<file path="src/sv/bda_pkg.sv">
// ----------------------------------------------------------------------------
// bda_pkg: shared types and constants for the binary to decimal ASCII block
// Holds the controller state types, field widths and the BCD digit adjust.
// ----------------------------------------------------------------------------
package bda_pkg;

    localparam int IN_W    = 32;
    localparam int CHAR_W  = 6;
    localparam int DIGIT_W = 4;

    localparam logic [CHAR_W-1:0] ASCII_ZERO = 6'd48;

    typedef enum logic [1:0] {
        CONV_IDLE,
        CONV_RUN,
        CONV_DONE
    } conv_state_t;

    typedef enum logic [1:0] {
        EMIT_IDLE,
        EMIT_SKIP,
        EMIT_SEND
    } emit_state_t;

    // Add three to a BCD digit of five or more before the next shift.
    function automatic logic [DIGIT_W-1:0] bcd_adjust(input logic [DIGIT_W-1:0] d);
        logic [DIGIT_W-1:0] r;
        r = (d >= 4'd5) ? d + 4'd3 : d;
        return r;
    endfunction

endpackage

</file>
<file path="src/sv/bda_convert.sv">
// ----------------------------------------------------------------------------
// bda_convert: bit-serial binary to BCD converter
// Shifts the value in one bit per cycle, adjusting each BCD digit on the way.
// ----------------------------------------------------------------------------
module bda_convert
    import bda_pkg::*;
#(
    parameter int EFF_W  = 32,
    parameter int DIGITS = 10
) (
    input  logic                      aclk,
    input  logic                      aresetn,
    input  logic                      in_valid,
    output logic                      in_ready,
    input  logic [EFF_W-1:0]          in_value,
    output logic                      out_valid,
    input  logic                      out_ready,
    output logic [DIGITS*DIGIT_W-1:0] out_bcd
);

    localparam int CW = $clog2(EFF_W + 1);

    conv_state_t               state_reg, state_next;
    logic [EFF_W-1:0]          bin_reg, bin_next;
    logic [DIGITS*DIGIT_W-1:0] bcd_reg, bcd_next;
    logic [CW-1:0]             cnt_reg, cnt_next;
    logic [DIGITS*DIGIT_W-1:0] adjusted;

    always_comb begin
        for (int i = 0; i < DIGITS; i++) begin
            adjusted[i*DIGIT_W +: DIGIT_W] = bcd_adjust(bcd_reg[i*DIGIT_W +: DIGIT_W]);
        end
    end

    // Next state.
    always_comb begin
        state_next = state_reg;
        unique case (state_reg)
            CONV_IDLE: if (in_valid) state_next = CONV_RUN;
            CONV_RUN:  if (cnt_reg == CW'(1)) state_next = CONV_DONE;
            CONV_DONE: if (out_ready) state_next = CONV_IDLE;
            default:   state_next = CONV_IDLE;
        endcase
    end

    // Datapath and outputs.
    always_comb begin
        bin_next  = bin_reg;
        bcd_next  = bcd_reg;
        cnt_next  = cnt_reg;
        in_ready  = 1'b0;
        out_valid = 1'b0;
        unique case (state_reg)
            CONV_IDLE: begin
                in_ready = 1'b1;
                bin_next = in_value;
                bcd_next = '0;
                cnt_next = CW'(EFF_W);
            end
            CONV_RUN: begin
                bcd_next = {adjusted[DIGITS*DIGIT_W-2:0], bin_reg[EFF_W-1]};
                bin_next = bin_reg << 1;
                cnt_next = cnt_reg - CW'(1);
            end
            CONV_DONE: begin
                out_valid = 1'b1;
            end
            default: begin
                in_ready = 1'b0;
            end
        endcase
    end

    assign out_bcd = bcd_reg;

    always_ff @(posedge aclk) begin
        if (!aresetn) begin
            state_reg <= CONV_IDLE;
            cnt_reg   <= '0;
        end else begin
            state_reg <= state_next;
            cnt_reg   <= cnt_next;
        end
        bin_reg <= bin_next;
        bcd_reg <= bcd_next;
    end

endmodule

</file>
<file path="src/sv/bda_emit.sv">
// ----------------------------------------------------------------------------
// bda_emit: BCD digit emitter
// Drops leading zero digits, then sends one ASCII digit per item, MSD first.
// ----------------------------------------------------------------------------
module bda_emit
    import bda_pkg::*;
#(
    parameter int DIGITS = 10
) (
    input  logic                      aclk,
    input  logic                      aresetn,
    input  logic                      in_valid,
    output logic                      in_ready,
    input  logic [DIGITS*DIGIT_W-1:0] in_bcd,
    output logic                      m_valid,
    input  logic                      m_ready,
    output logic [CHAR_W-1:0]         m_digit_char,
    output logic                      m_last_digit
);

    localparam int LW  = $clog2(DIGITS + 1);
    localparam int TOP = (DIGITS - 1) * DIGIT_W;

    emit_state_t               state_reg, state_next;
    logic [DIGITS*DIGIT_W-1:0] digits_reg, digits_next;
    logic [LW-1:0]             left_reg, left_next;
    logic [DIGIT_W-1:0]        top_digit;
    logic                      last;

    assign top_digit = digits_reg[TOP +: DIGIT_W];
    assign last      = (left_reg == LW'(1));

    // Next state.
    always_comb begin
        state_next = state_reg;
        unique case (state_reg)
            EMIT_IDLE: if (in_valid) state_next = EMIT_SKIP;
            EMIT_SKIP: if (top_digit != '0 || last) state_next = EMIT_SEND;
            EMIT_SEND: if (m_ready && last) state_next = EMIT_IDLE;
            default:   state_next = EMIT_IDLE;
        endcase
    end

    // Datapath and outputs.
    always_comb begin
        digits_next = digits_reg;
        left_next   = left_reg;
        in_ready    = 1'b0;
        m_valid     = 1'b0;
        unique case (state_reg)
            EMIT_IDLE: begin
                in_ready    = 1'b1;
                digits_next = in_bcd;
                left_next   = LW'(DIGITS);
            end
            EMIT_SKIP: begin
                if (top_digit == '0 && !last) begin
                    digits_next = digits_reg << DIGIT_W;
                    left_next   = left_reg - LW'(1);
                end
            end
            EMIT_SEND: begin
                m_valid = 1'b1;
                if (m_ready && !last) begin
                    digits_next = digits_reg << DIGIT_W;
                    left_next   = left_reg - LW'(1);
                end
            end
            default: begin
                in_ready = 1'b0;
            end
        endcase
    end

    assign m_digit_char = {{(CHAR_W-DIGIT_W){1'b0}}, top_digit} + ASCII_ZERO;
    assign m_last_digit = last;

    always_ff @(posedge aclk) begin
        if (!aresetn) begin
            state_reg <= EMIT_IDLE;
            left_reg  <= '0;
        end else begin
            state_reg <= state_next;
            left_reg  <= left_next;
        end
        digits_reg <= digits_next;
    end

endmodule

</file>
<file path="src/sv/binary_to_decimal_ascii.sv">
// ----------------------------------------------------------------------------
// binary_to_decimal_ascii: unsigned binary to decimal ASCII text
// Converts one binary value per item into its decimal digits as ASCII.
// ----------------------------------------------------------------------------
// Each accepted item on the s_ channel carries one unsigned value; the block
// answers with one m_ item per decimal digit, most significant first, as the
// ASCII characters '0' to '9', with leading zeros dropped and m_last_digit
// set on the final digit. A value of zero gives the single character '0'.
// Only the low VALUE_WIDTH bits of s_number_in count (at most 32). The
// conversion is a bit-serial shift-and-add-three converter that takes one
// input bit per cycle, then holds its digits until the emitter takes them.
// The emitter then drops each leading zero digit in turn, finds the first
// digit it keeps and sends each digit in turn, waiting on m_ready. The
// converter takes the next item as soon as it has handed its digits to the
// emitter, so conversion of one value overlaps the sending of the previous
// one and a stalled output does not hold the input side back until the
// converter is full.
// ----------------------------------------------------------------------------
module binary_to_decimal_ascii
    import bda_pkg::*;
#(
    parameter int VALUE_WIDTH = 32
) (
    input  logic              aclk,
    input  logic              aresetn,
    input  logic              s_valid,
    output logic              s_ready,
    input  logic [IN_W-1:0]   s_number_in,
    output logic              m_valid,
    input  logic              m_ready,
    output logic [CHAR_W-1:0] m_digit_char,
    output logic              m_last_digit
);

    // Bits that take part, and enough BCD digits to hold their largest value.
    localparam int EFF_W  = (VALUE_WIDTH < IN_W) ? VALUE_WIDTH : IN_W;
    localparam int DIGITS = (EFF_W * 30103) / 100000 + 1;

    logic                      bcd_valid;
    logic                      bcd_ready;
    logic [DIGITS*DIGIT_W-1:0] bcd;

    bda_convert #(
        .EFF_W  (EFF_W),
        .DIGITS (DIGITS)
    ) u_convert (
        .aclk      (aclk),
        .aresetn   (aresetn),
        .in_valid  (s_valid),
        .in_ready  (s_ready),
        .in_value  (s_number_in[EFF_W-1:0]),
        .out_valid (bcd_valid),
        .out_ready (bcd_ready),
        .out_bcd   (bcd)
    );

    bda_emit #(
        .DIGITS (DIGITS)
    ) u_emit (
        .aclk         (aclk),
        .aresetn      (aresetn),
        .in_valid     (bcd_valid),
        .in_ready     (bcd_ready),
        .in_bcd       (bcd),
        .m_valid      (m_valid),
        .m_ready      (m_ready),
        .m_digit_char (m_digit_char),
        .m_last_digit (m_last_digit)
    );

endmodule
</file>
<file path="config.mk">
export PLATFORM = sky130hd
export DESIGN_NAME = binary_to_decimal_ascii
export DESIGN_NICKNAME = d
export VERILOG_FILES = /design/src/sv/bda_pkg.sv /design/src/sv/bda_convert.sv /design/src/sv/bda_emit.sv /design/src/sv/binary_to_decimal_ascii.sv
export SDC_FILE = /design/constraint.sdc
export NUM_CORES = 1
export LEC_CHECK = 0
export ABC_AREA = 1
export BUFFER_PORTS_ARGS = -buffer_cell sky130_fd_sc_hd__buf_2
export CELL_PAD_IN_SITES_DETAIL_PLACEMENT = 1
export CELL_PAD_IN_SITES_GLOBAL_PLACEMENT = 1
export CORE_MARGIN = 8
export CORE_UTILIZATION = 50
export DETAILED_ROUTE_END_ITERATION = 8
export GPL_TIMING_DRIVEN = 0
export PLACE_DENSITY = 0.82
export SYNTH_ARGS = -nofsm -noshare
export SYNTH_HDL_FRONTEND = slang
export SYNTH_HIERARCHICAL = 1
export SYNTH_SLANG_ARGS = --single-unit
export TNS_END_PERCENT = 5
</file>
<file path="constraint.sdc">
create_clock -name aclk -period 5.4 [get_ports aclk]
set_input_delay 1.35 -clock aclk [delete_from_list [all_inputs] [get_ports aclk]]
set_output_delay 1.35 -clock aclk [all_outputs]
set_load 0.005 [all_outputs]
</file>
# After elaboration in Yosys (flattened, before gate mapping)
# Index checks and enable logic that the tools add are counted.
# classes
n_addsub,13
magnitude_cmp,10
n_eq_ne,14
muxes,31
n_reduce_logical,14
# op_table
operator,n
case mux 40 bit (3 select lines),1
2-to-1 mux 40 bit,2
case mux 40 bit (2 select lines),1
case mux 32 bit (2 select lines),1
2-to-1 mux 4 bit,11
"greater-or-equal comparator 4 x 3 -> 1 bit, second input constant",10
"adder 4 x 2 -> 4 bit, second input constant",9
2-to-1 mux 2 bit,6
case mux 2 bit (3 select lines),2
case mux 4 bit (3 select lines),1
case mux 6 bit (2 select lines),1
"inequality test 2 x 1 -> 1 bit, second input constant",5
AND reduction 3 bit,3
"adder 5 x 5 -> 6 bit, second input constant",1
"equality test 6 x 1 -> 1 bit, second input constant",1
"inequality test 2 bit, second input constant",3
"subtractor 6 x 1 -> 6 bit, second input constant",1
"equality test 2 x 1 -> 1 bit, second input constant",2
"equality test 2 bit, second input constant",2
"equality test 4 x 1 -> 1 bit, second input constant",1
logical NOT 2 bit,2
logical NOT 4 bit,1
2-to-1 mux 1 bit,4
nonzero test 4 bit,1
8 further kinds,10
# totals
reg_bits,126
out_inout_bits,9
word_cells,89

# Longest topological paths before layout
# Gate-level depths: netlist of the first run.
# logic_depth
depth_word,5
mapped_depth,10
mapped_depth_nobuf,10

# By module
# The synthesis of the first run kept the hierarchy.
# modules_own_cells
module,instances,cells_each,area_per_inst_um2,seq_area_each_um2
bda_convert,1,433,4035.1,2322.2
bda_emit,1,245,2238.4,1321.3

# Worst setup path after synthesis of the first run
# OpenSTA, ideal clock, no wires.
# synth_path
path_kind,reg2reg
from,reg u_convert.state_reg[1]
to,reg u_emit.state_reg[0]
setup_time_ps,113
arrival_ps,2347
t_required_ps,5287
path_slack_ps,2940
path_stages_with_launch,10
n_path_buf,1
path_cell_list,dfxtp_1 > buf_4 > inv_1 > nor2_1 > nor2_1 > inv_1 > nand3_2 > nand2_1 > nand2_1 > nor2_1
# synth_between
elab_chain_cells,4
# synth_lines
item,line_no,rtl
start: declaration,bda_convert.sv:23,"conv_state_t state_reg, state_next;"
start signal: assignment,bda_convert.sv:81,state_reg <= state_next;
equality test 2 bit,bda_convert.sv:53,unique case (state_reg)
2-to-1 mux 1 bit,bda_convert.sv:53,
net bcd_valid,binary_to_decimal_ascii.sv:39,logic bcd_valid;
inequality test 2 bit (no source line),-,
AND reduction 3 bit (no source line),-,
end signal: assignment,bda_emit.sv:83,state_reg <= state_next;
end: declaration,bda_emit.sv:24,"emit_state_t state_reg, state_next;"
# The timed path passes the listed nets, and every way through them passes these cells.
# A chain may end at the register's enable or synchronous reset.

# Worst setup path after layout of the first run
# layout_path
from,reg u_emit.left_reg[1]
to,out m_last_digit
# layout_between
elab_chain_cells,1
# layout_lines
item,line_no,rtl
start: declaration,bda_emit.sv:26,"logic [LW-1:0] left_reg, left_next;"
start signal: assignment,bda_emit.sv:84,left_reg <= left_next;
equality test 4 x 1 -> 1 bit,bda_emit.sv:31,assign last = (left_reg == LW'(1));
end: declaration,binary_to_decimal_ascii.sv:32,output logic m_last_digit
# No other way between the ends.

==> results of run 1 <==
==> power by group through the flow <==
stage,logic [mW],clock network (mW),registers (mW)
floorplan,0.204,0,1.18
CTS,0.299,1.03,1.18
detailed placement,0.293,0,1.20
global route,0.332,1.07,1.18
global placement,0.275,0,1.19
finish,0.295,1.01,1.18
==> synth_stat cells, drive strengths merged <==
cell type and count:
nand3 11, a211oi 1, inv 65, edfxtp 112
nand4 3, buf 22, nor3 1, dfxtp 14
nand2 271, o22ai 1, ha 29, nand3b 1
xnor2 1, clkbuf 4, a21oi 46, o21ai 32
or2 1, xor2 9, nor2 53, conb 1
==> critical path: stages (launching register included) <==
cell and delay (ps):
sky130_fd_sc_hd__dfxtp_1 330, sky130_fd_sc_hd__inv_1 80, sky130_fd_sc_hd__ha_1 190, sky130_fd_sc_hd__nand2_1 70
sky130_fd_sc_hd__nor2_1 120, sky130_fd_sc_hd__buf_2 130
==> logic make-up after synthesis <==
group,count (synthesis),synth area share
DFF,126,0.581
adders and majority gates,29,0.0578
other,1,0.000598
AOI/OAI and AO/OA,80,0.0656
buffers and inverters,91,0.0624
and+or+nand+nor,341,0.219
xor gates and xnor gates,10,0.0140
==> metrics by stage <==
step,util,instance area [um2]
after global placement,0.540,6700
after CTS,0.583,7240
after floorplan,-,6280
after global routing,0.583,7240
after detailed placement,0.542,6730
final,0.583,7240
==> routing by layer <==
layer / part of all wire / routed length [um] / global-route usage
met1: 0.43 / 6300 / 0.203
met2: 0.52 / 7660 / 0.344
met3: 0.031 / 454 / 0.0437
met4: 0.016 / 238 / 0.0797
met5: 0 / 0 / 0
==> final cells by class <==
| class | instances | area [um2] |
|---|---|---|
| fill | 1468 | 5170 |
| sequential | 126 | 3640 |
| multi-input combinational | 462 | 2240 |
| clock buffer | 21 | 440 |
| inverter | 65 | 246 |
| timing repair buffer | 43 | 230 |
| tap | 172 | 215 |
| buffer | 26 | 148 |
| clock inverter | 11 | 75.1 |
==> worst max-delay path by stage <==
stage                      startpoint  slack [ps]              endpoint
2_1_floorplan  u_convert/state_reg[1]        2940   u_emit/state_reg[0]
3_3_place_gp   u_convert/state_reg[1]        2120   u_emit/state_reg[0]
3_5_place_dp                  m_ready        2590  u_emit/digits_reg[9]
4_1_cts            u_emit/left_reg[1]        2680          m_last_digit
5_1_grt            u_emit/left_reg[1]        2610          m_last_digit
6_report           u_emit/left_reg[1]        2720          m_last_digit
==> run_summary.xml, run 1 <==
<?xml version="1.0" encoding="UTF-8"?>
<metrics>
  <group name="run_status">
    <metric name="run_status" unit="">completed</metric>
  </group>
  <group name="global_routing">
    <metric name="grt_first_pass_wirelength" unit="um">24200</metric>
    <metric name="grt_antenna_before_repair" unit="">0</metric>
    <metric name="globalRouteTotalUtil" unit="">0.188</metric>
    <metric name="grt_max_degree" unit="">43</metric>
    <metric name="grt_pass1_vias" unit="">5133</metric>
    <metric name="globalRouteOverflowTotal" unit="">0</metric>
  </group>
  <group name="power_and_ir_drop">
    <metric name="power_density" unit="mW/mm2">343</metric>
    <metric name="part_of_the_total_power_dissipated_in_the_clock_network" unit="">0.408</metric>
    <metric name="pwr-share-comb" unit="">0.119</metric>
    <metric name="internal_power" unit="mW">1.85</metric>
    <metric name="power.leakage" unit="nW">3.44</metric>
    <metric name="worst_ir_drop_vdd" unit="uV">184</metric>
    <metric name="sw_frac_of_total" unit="">0.253</metric>
    <metric name="p_total" unit="mW">2.48</metric>
    <metric name="power_frac_seq" unit="">0.473</metric>
    <metric name="switching_pwr" unit="mW">0.629</metric>
  </group>
  <group name="clock_tree">
    <metric name="cts.reportedPaths.clkPinSlew" unit="ps">50</metric>
    <metric name="cts.hold.buffers_added" unit="">0</metric>
    <metric name="tritoncts.num_buffers" unit="">17</metric>
    <metric name="post_cts_resized" unit="">0</metric>
    <metric name="cts_setup_buffers" unit="">0</metric>
    <metric name="clock-root-buffer" unit="">sky130_fd_sc_hd__clkbuf_16</metric>
    <metric name="cts.path.max_buffers" unit="">2</metric>
    <metric name="cts_max_level" unit="">4</metric>
    <metric name="clock_tree_from_tritoncts" unit="">yes</metric>
    <metric name="clkSinkCount" unit="">126</metric>
    <metric name="clk_latency_worst_skew_pair" unit="ps">410</metric>
  </group>
  <group name="synth">
    <metric name="synth.avg_cell_area" unit="um2">9.25</metric>
    <metric name="synth_sequential_area_ratio" unit="">0.581</metric>
    <metric name="syn-instance-count" unit="">678</metric>
    <metric name="yosys.cell_types.count" unit="">30</metric>
    <metric name="synth_top_area_cell" unit="">sky130_fd_sc_hd__edfxtp_1</metric>
    <metric name="total_standard_cell_area_after_synthesis" unit="mm2">0.00627</metric>
    <metric name="synth_top_area_share" unit="">0.536</metric>
    <metric name="synth.ff_latch_count" unit="">126</metric>
    <metric name="synth.yosys.warnings" unit="">6</metric>
    <metric name="post_synth_main_area_contributors" unit="">sky130_fd_sc_hd__edfxtp_1, sky130_fd_sc_hd__nand2_1, sky130_fd_sc_hd__ha_1</metric>
  </group>
  <group name="placed_design">
    <metric name="input_output_buffers" unit="">42</metric>
    <metric name="detailedPlacementHpwl" unit="um">10000</metric>
    <metric name="place.detailed.instances" unit="">894</metric>
    <metric name="dpl_worst_slack" unit="ps">2590</metric>
    <metric name="gp_congestion" unit="">0.766</metric>
  </group>
  <group name="route">
    <metric name="route.final.wire_length" unit="um">14700</metric>
    <metric name="postRouteAntennaNets" unit="">0</metric>
    <metric name="route.vias.total" unit="">4721</metric>
    <metric name="detailedRoute.firstIterationViolations" unit="">264</metric>
    <metric name="vias_per_cell" unit="">5.10</metric>
    <metric name="firstDrtPassIters" unit="">4</metric>
    <metric name="post_detailed_route_drc_marker_count" unit="">0</metric>
    <metric name="wire_per_inst" unit="um">15.8</metric>
  </group>
  <group name="min_path">
    <metric name="min-delay-path-class" unit="">reg2reg</metric>
    <metric name="holdPathEnd" unit="">u_emit/state_reg[1]</metric>
    <metric name="timing.hold.worst_path_depth" unit="">2</metric>
    <metric name="worst_hold_startpoint" unit="">u_emit/state_reg[1]</metric>
  </group>
  <group name="floorplanning">
    <metric name="die_x" unit="um">128</metric>
    <metric name="ioPinCount" unit="">45</metric>
    <metric name="core_region_area" unit="mm2">0.0124</metric>
    <metric name="initial_core_util" unit="">0.505</metric>
    <metric name="dieArea" unit="mm2">0.0164</metric>
    <metric name="rows" unit="">41</metric>
    <metric name="fp.dieH" unit="um">128</metric>
  </group>
  <group name="critical_path">
    <metric name="cp_max_fo" unit="">3</metric>
    <metric name="worst-r2r-cell-count" unit="">7</metric>
    <metric name="reg2reg_to" unit="">u_emit/digits_reg[9]</metric>
    <metric name="setup.worst_path.start_class" unit="">flop</metric>
    <metric name="crit_required" unit="ps">4050</metric>
    <metric name="ff2ff_setup_slack" unit="ps">3270</metric>
    <metric name="crit_path_end_kind" unit="">output pin</metric>
    <metric name="critical_path.reg2reg.startpoint" unit="">u_emit/left_reg[1]</metric>
    <metric name="worstPathArrival" unit="ps">1330</metric>
    <metric name="worstSetupPathType" unit="">reg2out</metric>
  </group>
  <group name="sta">
    <metric name="setup_violation_total_in_the_final_timing_report" unit="">0</metric>
    <metric name="hold_violations" unit="">0</metric>
    <metric name="setup-tns-final" unit="ps">0</metric>
    <metric name="worstMarginPinSlew" unit="ps">906</metric>
    <metric name="hold_ws" unit="ps">512</metric>
    <metric name="fin_worst_skew" unit="ps">4.49</metric>
    <metric name="rsz0062_at_grt" unit="">false</metric>
    <metric name="finalWorstPathRequiredPeriod" unit="ps">2680</metric>
    <metric name="timing.fmax" unit="MHz">373</metric>
    <metric name="timing.final.max_slew_violations" unit="">0</metric>
    <metric name="postLayoutSetupSlackWorst" unit="ps">2720</metric>
    <metric name="slew_headroom" unit="">0.396</metric>
    <metric name="fin_crit_sh" unit="">0.496</metric>
  </group>
  <group name="cells_and_area">
    <metric name="num-nets-final" unit="">806</metric>
    <metric name="layout.cells.most_common" unit="">sky130_fd_sc_hd__nand2_1</metric>
    <metric name="n_antenna_cell" unit="">0</metric>
    <metric name="top_library_cells_by_usage_in_the_layout_fill_and_taps_aside" unit="">sky130_fd_sc_hd__nand2_1, sky130_fd_sc_hd__edfxtp_1, sky130_fd_sc_hd__inv_1, sky130_fd_sc_hd__buf_2, sky130_fd_sc_hd__nor2_1</metric>
    <metric name="area_delta_synth_final" unit="%">15.4</metric>
    <metric name="finalNonFillerCells" unit="">926</metric>
    <metric name="drive_above_1_share" unit="">0.142</metric>
  </group>
  <group name="flow_run">
    <metric name="cap_viol_max_count" unit="">0</metric>
  </group>
</metrics>
No activity file was read; power rests on OpenSTA's default activity.
==> run 2, diff against run 1 <==
--- a/config.mk
+++ b/config.mk
@@ -10,10 +10,10 @@
 export CELL_PAD_IN_SITES_DETAIL_PLACEMENT = 1
 export CELL_PAD_IN_SITES_GLOBAL_PLACEMENT = 1
 export CORE_MARGIN = 8
-export CORE_UTILIZATION = 50
+export CORE_UTILIZATION = 42
 export DETAILED_ROUTE_END_ITERATION = 8
 export GPL_TIMING_DRIVEN = 0
-export PLACE_DENSITY = 0.82
+export PLACE_DENSITY = 0.74
 export SYNTH_ARGS = -nofsm -noshare
 export SYNTH_HDL_FRONTEND = slang
 export SYNTH_HIERARCHICAL = 1
==> constraint.sdc (replaced) <==
create_clock -name aclk -period 2.45 [get_ports aclk]
set_input_delay 0.6125 -clock aclk [delete_from_list [all_inputs] [get_ports aclk]]
set_output_delay 0.6125 -clock aclk [all_outputs]
set_load 0.005 [all_outputs]
==> run 2 against run 1 <==
Compared with the run above: core utilization is 8.0 points lower; flip-flop and latch count unchanged; critical path type is now reg2reg; largest power group unchanged; sequential power rose by 120%; routed wire length up 0.80%; clock skew increased by 2.1 ps; count of clock-buffer cells in the layout shrank 4; power rose by 130%.
==> run_summary.xml, run 2 (same netlist as run 1, synthesis figures left out) <==
<?xml version="1.0" encoding="UTF-8"?>
<metrics>
  <group name="global_routing">
    <metric name="grt_max_degree" unit="">43</metric>
    <metric name="global_route.usage.met1" unit="">0.185</metric>
    <metric name="groute.layer.met2.usage" unit="">0.273</metric>
    <metric name="globalRouteTotalUtil" unit="">0.158</metric>
    <metric name="grt_pass1_vias" unit="">5130</metric>
    <metric name="grt_first_pass_wirelength" unit="um">24800</metric>
    <metric name="grt-busiest-layer" unit="">met2</metric>
    <metric name="grt_antenna_before_repair" unit="">0</metric>
    <metric name="globalRouteOverflowTotal" unit="">0</metric>
    <metric name="met3_resource_use_gr" unit="">0.0339</metric>
  </group>
  <group name="sta">
    <metric name="worstMarginPinSlew" unit="ps">935</metric>
    <metric name="fin_worst_skew" unit="ps">6.56</metric>
    <metric name="rsz0062_at_grt" unit="">false</metric>
    <metric name="timing.fmax" unit="MHz">468</metric>
    <metric name="slew_headroom" unit="">0.377</metric>
    <metric name="fin_crit_sh" unit="">0.871</metric>
    <metric name="setup-tns-final" unit="ps">0</metric>
    <metric name="finalWorstPathRequiredPeriod" unit="ps">2140</metric>
    <metric name="timing.final.max_slew_violations" unit="">0</metric>
    <metric name="hold_violations" unit="">0</metric>
    <metric name="setup_violation_total_in_the_final_timing_report" unit="">0</metric>
  </group>
  <group name="power_and_ir_drop">
    <metric name="sw_frac_of_total" unit="">0.255</metric>
    <metric name="part_of_the_total_power_dissipated_in_the_clock_network" unit="">0.441</metric>
    <metric name="power.leakage" unit="nW">3.45</metric>
    <metric name="power_density" unit="mW/mm2">789</metric>
    <metric name="power_frac_seq" unit="">0.448</metric>
    <metric name="switching_pwr" unit="mW">1.48</metric>
    <metric name="internal_power" unit="mW">4.31</metric>
    <metric name="pwr-share-comb" unit="">0.112</metric>
    <metric name="worst_ir_drop_vdd" unit="uV">587</metric>
  </group>
  <group name="clock_tree">
    <metric name="cts_setup_buffers" unit="">0</metric>
    <metric name="cts_max_level" unit="">4</metric>
    <metric name="clock-root-buffer" unit="">sky130_fd_sc_hd__clkbuf_16</metric>
    <metric name="post_cts_resized" unit="">0</metric>
    <metric name="clk_latency_worst_skew_pair" unit="ps">420</metric>
    <metric name="cts.reportedPaths.clkPinSlew" unit="ps">60</metric>
    <metric name="cts.path.max_buffers" unit="">2</metric>
    <metric name="clkSinkCount" unit="">126</metric>
    <metric name="clock_tree_from_tritoncts" unit="">yes</metric>
    <metric name="tritoncts.num_buffers" unit="">17</metric>
    <metric name="cts.hold.buffers_added" unit="">0</metric>
  </group>
  <group name="floorplanning">
    <metric name="dieArea" unit="mm2">0.0191</metric>
    <metric name="ioPinCount" unit="">45</metric>
    <metric name="rows" unit="">44</metric>
    <metric name="core_region_area" unit="mm2">0.0146</metric>
    <metric name="initial_core_util" unit="">0.430</metric>
    <metric name="fp.dieH" unit="um">138</metric>
    <metric name="die_x" unit="um">138</metric>
  </group>
  <group name="cells_and_area">
    <metric name="fillCellCount" unit="">1665</metric>
    <metric name="area_delta_synth_final" unit="%">17.0</metric>
    <metric name="layout.cells.most_common" unit="">sky130_fd_sc_hd__nand2_1</metric>
    <metric name="top_library_cells_by_usage_in_the_layout_fill_and_taps_aside" unit="">sky130_fd_sc_hd__nand2_1, sky130_fd_sc_hd__edfxtp_1, sky130_fd_sc_hd__inv_1, sky130_fd_sc_hd__buf_2, sky130_fd_sc_hd__nor2_1</metric>
    <metric name="num-nets-final" unit="">806</metric>
    <metric name="drive_above_1_share" unit="">0.151</metric>
    <metric name="n_antenna_cell" unit="">0</metric>
    <metric name="final_core_utilization" unit="">0.503</metric>
    <metric name="fin_area" unit="mm2">0.00734</metric>
  </group>
  <group name="placed_design">
    <metric name="cell_area_after_placement" unit="mm2">0.00674</metric>
    <metric name="detailedPlacementHpwl" unit="um">10000</metric>
    <metric name="input_output_buffers" unit="">42</metric>
    <metric name="gp_congestion" unit="">0.708</metric>
  </group>
  <group name="route">
    <metric name="postRouteAntennaNets" unit="">0</metric>
    <metric name="route.vias.total" unit="">4706</metric>
    <metric name="wire_per_inst" unit="um">15.7</metric>
    <metric name="vias_per_cell" unit="">5.02</metric>
    <metric name="route.final.wire_length" unit="um">14800</metric>
    <metric name="detailedRoute.firstIterationViolations" unit="">259</metric>
    <metric name="post_detailed_route_drc_marker_count" unit="">0</metric>
    <metric name="firstDrtPassIters" unit="">5</metric>
  </group>
  <group name="flow_run">
    <metric name="cap_viol_max_count" unit="">0</metric>
  </group>
  <group name="min_path">
    <metric name="min-delay-path-class" unit="">in2reg</metric>
  </group>
  <group name="critical_path">
    <metric name="crit_required" unit="ps">2480</metric>
    <metric name="cp_max_fo" unit="">42</metric>
    <metric name="worstPathArrival" unit="ps">2170</metric>
    <metric name="setup.worst_path.start_class" unit="">flop</metric>
    <metric name="crit_chain" unit="">inv_1, ha_1, nand2_2, nand3_2, nand2_4, nand3_4, inv_2</metric>
    <metric name="crit_path_end_kind" unit="">flop</metric>
    <metric name="timing.critical_path.buf_inv" unit="">2</metric>
    <metric name="crit_slowest_cell" unit="">sky130_fd_sc_hd__inv_2</metric>
    <metric name="worstSetupPathType" unit="">reg2reg</metric>
    <metric name="critPathTopFamily" unit="">buffers and inverters</metric>
    <metric name="cp_slowest_stage_delay" unit="ps">670</metric>
  </group>
  <group name="run_status">
    <metric name="run_status" unit="">completed</metric>
  </group>
</metrics>
==> run 2: cell count changes in the layout (fill, tap and decap cells not counted), sizes merged <==
cell	delta
inv	-1
clkbuf	-4
clkinvlp	+6
bufinv	+2
clkinv	-3
==> run 2: metrics by stage <==
stage	cells	hold WS [ps]	setup WS (ps)	total power, mW
6_report	938	462	315	5.79
5_1_grt	938	448	103	6.03
4_1_cts	938	439	281	5.85
3_5_place_dp	906	509	299	3.29
3_3_place_gp	905	490	-263	3.24
2_1_floorplan	679	471	358	3.06
==> run 2: tightest hold or removal path, cell delays in order <==
cell,delay (ps)
sky130_fd_sc_hd__buf_2,70
sky130_fd_sc_hd__nand2_1,40
sky130_fd_sc_hd__nand2_1,40
==> run 2: layer usage <==
layer,up-vias,routed length [um],part of all wire
met5,-,0,0
met4,0,216,0.015
met3,17,570,0.039
met2,78,7370,0.50
met1,2295,6610,0.45
li1,2316,-,-
==> run 2: power by group through the flow <==
| stage | clock, mW | sequential (mW) | combinational [mW] |
|---|---|---|---|
| 2_1_floorplan | 0 | 2.61 | 0.449 |
| 3_3_place_gp | 0 | 2.63 | 0.612 |
| 3_5_place_dp | 0 | 2.63 | 0.652 |
| 4_1_cts | 2.60 | 2.59 | 0.660 |
| 5_1_grt | 2.67 | 2.61 | 0.740 |
| 6_report | 2.55 | 2.59 | 0.647 |
==> run 2: final cells by class <==
class                      count  area [um2]  area share
sequential                   126        3640       0.496
multi-input combinational    462        2240       0.305
clock buffer                  17         425      0.0580
inverter                      65         248      0.0338
timing repair buffer          43         230      0.0314
tap                          184         230      0.0314
clock inverter                15         173      0.0235
buffer                        26         148      0.0201
==> run 2: worst paths after layout <==
kind	to	slack, ps	cells after the start	startpoint
worst max-delay path	u_emit/digits_reg[5]	310	7	u_emit/left_reg[1]
worst min-delay path	u_convert/bin_reg[17]	460	3	s_number_in[17]
worst max register to register	u_emit/digits_reg[5]	310	7	u_emit/left_reg[1]
worst min register to register	u_emit/state_reg[1]	520	2	u_emit/state_reg[1]
==> run 3, diff against run 2 <==
--- a/config.mk
+++ b/config.mk
@@ -10,10 +10,9 @@
 export CELL_PAD_IN_SITES_DETAIL_PLACEMENT = 1
 export CELL_PAD_IN_SITES_GLOBAL_PLACEMENT = 1
 export CORE_MARGIN = 8
-export CORE_UTILIZATION = 42
+export CORE_UTILIZATION = 50
 export DETAILED_ROUTE_END_ITERATION = 8
-export GPL_TIMING_DRIVEN = 0
-export PLACE_DENSITY = 0.74
+export PLACE_DENSITY = 0.82
 export SYNTH_ARGS = -nofsm -noshare
 export SYNTH_HDL_FRONTEND = slang
 export SYNTH_HIERARCHICAL = 1
==> constraint.sdc (replaced) <==
create_clock -name aclk -period 2.75 [get_ports aclk]
set_input_delay 0.6875 -clock aclk [delete_from_list [all_inputs] [get_ports aclk]]
set_output_delay 0.6875 -clock aclk [all_outputs]
set_load 0.005 [all_outputs]
==> run 3 against run 2 <==
Compared with the run above: clock skew is 4.1 ps higher; largest power group unchanged; critical path type is now reg2out; global-route usage is 2.3 points higher; critical endpoint is now s_ready; clock power is 19% lower.
==> run_summary.xml, run 3 (same netlist as run 1, synthesis figures left out) <==
<?xml version="1.0" encoding="UTF-8"?>
<metrics>
  <group name="route">
    <metric name="detail_route.wirelength.met1" unit="um">5840</metric>
    <metric name="wire_per_inst" unit="um">15.3</metric>
    <metric name="post_detailed_route_drc_marker_count" unit="">0</metric>
    <metric name="vias_per_cell" unit="">5.08</metric>
    <metric name="topRoutingLayerUsed" unit="">met4</metric>
    <metric name="route.final.wire_length" unit="um">13800</metric>
    <metric name="met3_length" unit="um">422</metric>
    <metric name="firstDrtPassIters" unit="">4</metric>
    <metric name="wl_met2" unit="um">7410</metric>
    <metric name="route.vias.total" unit="">4585</metric>
    <metric name="detailedRoute.firstIterationViolations" unit="">259</metric>
    <metric name="postRouteAntennaNets" unit="">0</metric>
  </group>
  <group name="sta">
    <metric name="slew_headroom" unit="">0.558</metric>
    <metric name="worstMarginPinSlew" unit="ps">662</metric>
    <metric name="setup_violation_total_in_the_final_timing_report" unit="">0</metric>
    <metric name="hold_violations" unit="">0</metric>
    <metric name="rsz0062_at_grt" unit="">false</metric>
    <metric name="fin_worst_skew" unit="ps">10.6</metric>
    <metric name="timing.fmax" unit="MHz">491</metric>
    <metric name="setup-tns-final" unit="ps">0</metric>
    <metric name="finalWorstPathRequiredPeriod" unit="ps">2040</metric>
    <metric name="fin_crit_sh" unit="">0.741</metric>
    <metric name="timing.final.max_slew_violations" unit="">0</metric>
  </group>
  <group name="placed_design">
    <metric name="gp_congestion" unit="">0.807</metric>
    <metric name="detailedPlacementHpwl" unit="um">9050</metric>
    <metric name="input_output_buffers" unit="">42</metric>
  </group>
  <group name="critical_path">
    <metric name="setup.worst_path.start_class" unit="">flop</metric>
    <metric name="cp_max_fo" unit="">7</metric>
    <metric name="worst-r2r-cell-count" unit="">8</metric>
    <metric name="reg2reg_to" unit="">u_emit/digits_reg[32]</metric>
    <metric name="crit_slowest_cell" unit="">sky130_fd_sc_hd__dfxtp_1</metric>
    <metric name="ff2ff_setup_slack" unit="ps">810</metric>
    <metric name="crit_required" unit="ps">2060</metric>
    <metric name="critical_path.reg2reg.startpoint" unit="">u_emit/left_reg[1]</metric>
    <metric name="crit_path_end_kind" unit="">output pin</metric>
    <metric name="cp_slowest_stage_delay" unit="ps">430</metric>
    <metric name="worstSetupPathType" unit="">reg2out</metric>
    <metric name="crit_chain" unit="">nor2_1, buf_2</metric>
    <metric name="worstPathArrival" unit="ps">1350</metric>
  </group>
  <group name="global_routing">
    <metric name="globalRouteOverflowTotal" unit="">0</metric>
    <metric name="grt_first_pass_wirelength" unit="um">23300</metric>
    <metric name="globalRouteTotalUtil" unit="">0.181</metric>
    <metric name="grt_max_degree" unit="">45</metric>
    <metric name="grt_pass1_vias" unit="">5034</metric>
    <metric name="grt_antenna_before_repair" unit="">0</metric>
  </group>
  <group name="clock_tree">
    <metric name="clkSinkCount" unit="">126</metric>
    <metric name="clock_tree_from_tritoncts" unit="">yes</metric>
    <metric name="clk_latency_worst_skew_pair" unit="ps">420</metric>
    <metric name="cts_max_level" unit="">4</metric>
    <metric name="post_cts_resized" unit="">0</metric>
    <metric name="cts.reportedPaths.clkPinSlew" unit="ps">50</metric>
    <metric name="clock-root-buffer" unit="">sky130_fd_sc_hd__clkbuf_16</metric>
    <metric name="cts.hold.buffers_added" unit="">0</metric>
    <metric name="cts.path.max_buffers" unit="">2</metric>
    <metric name="tritoncts.num_buffers" unit="">17</metric>
    <metric name="cts_setup_buffers" unit="">0</metric>
  </group>
  <group name="floorplanning">
    <metric name="fp.dieH" unit="um">128</metric>
    <metric name="rows" unit="">41</metric>
    <metric name="dieArea" unit="mm2">0.0164</metric>
    <metric name="die_x" unit="um">128</metric>
    <metric name="ioPinCount" unit="">45</metric>
    <metric name="initial_core_util" unit="">0.505</metric>
    <metric name="core_region_area" unit="mm2">0.0124</metric>
  </group>
  <group name="cells_and_area">
    <metric name="layout.cells.most_common" unit="">sky130_fd_sc_hd__nand2_1</metric>
    <metric name="area_delta_synth_final" unit="%">13.9</metric>
    <metric name="top_library_cells_by_usage_in_the_layout_fill_and_taps_aside" unit="">sky130_fd_sc_hd__nand2_1, sky130_fd_sc_hd__edfxtp_1, sky130_fd_sc_hd__inv_1, sky130_fd_sc_hd__nor2_1, sky130_fd_sc_hd__a21oi_1</metric>
    <metric name="final_core_utilization" unit="">0.575</metric>
    <metric name="drive_above_1_share" unit="">0.122</metric>
    <metric name="num-nets-final" unit="">784</metric>
    <metric name="n_antenna_cell" unit="">0</metric>
  </group>
  <group name="min_path">
    <metric name="worst_hold_startpoint" unit="">u_emit/digits_reg[31]</metric>
    <metric name="min-delay-path-class" unit="">reg2reg</metric>
    <metric name="timing.hold.worst_path_depth" unit="">2</metric>
    <metric name="holdPathEnd" unit="">u_emit/digits_reg[35]</metric>
  </group>
  <group name="power_and_ir_drop">
    <metric name="power.leakage" unit="nW">3.36</metric>
    <metric name="worst_ir_drop_vdd" unit="uV">438</metric>
    <metric name="power_density" unit="mW/mm2">688</metric>
  </group>
  <group name="run_status">
    <metric name="run_status" unit="">completed</metric>
  </group>
  <group name="flow_run">
    <metric name="cap_viol_max_count" unit="">0</metric>
  </group>
</metrics>
[run 3: stage by stage]
step / std cells / instance area [um2] / worst slack (ps) / total power, mW / hold slack (ps)
2_1_floorplan: 679 / 6280 / 290 / 2.72 / 471
3_3_place_gp: 872 / 6610 / 834 / 2.83 / 489
3_5_place_dp: 872 / 6610 / 790 / 2.87 / 509
4_1_cts: 903 / 7140 / 676 / 4.98 / 521
5_1_grt: 903 / 7140 / 615 / 5.13 / 523
6_report: 903 / 7140 / 712 / 4.92 / 522
[run 3: layout make-up]
| cell class | count | area, um2 |
|---|---|---|
| clock buffer | 22 | 444 |
| fill | 1449 | 5270 |
| inverter | 65 | 244 |
| clock inverter | 9 | 95.1 |
| multi-input combinational | 462 | 2240 |
| timing repair buffer | 47 | 260 |
| sequential | 126 | 3640 |
| tap | 172 | 215 |
[run 3: worst max-delay path by stage]
stage,to,start
after floorplan,u_emit/state_reg[0],u_convert/state_reg[1]
after global placement,u_emit/digits_reg[35],m_ready
after detailed placement,u_emit/digits_reg[39],m_ready
after CTS,s_ready,u_convert/state_reg[1]
after global routing,m_last_digit,u_emit/left_reg[1]
final,s_ready,u_convert/state_reg[1]
[run 3: layer usage]
| metal | vias to the layer above | GRT usage |
|---|---|---|
| met2 | 62 | 0.328 |
| met4 | 0 | 0.0692 |
| li1 | 2279 | - |
| met5 | - | 0 |
| met1 | 2232 | 0.195 |
| met3 | 12 | 0.0537 |
[run 3: power breakdown]
part	switching (mW)	total [mW]	internal [mW]	leakage, nW
clock	0.761	2.07	1.31	0.263
sequential	0.0692	2.31	2.24	1.44
combinational	0.375	0.533	0.158	1.65
total	1.21	4.92	3.71	3.36
[run 3: worst max-delay path: cells and delay by family, from the launching register on]
kind,cells,cell delay [ps]
simple gates,1,330
buf+inv,1,180
flops,1,430
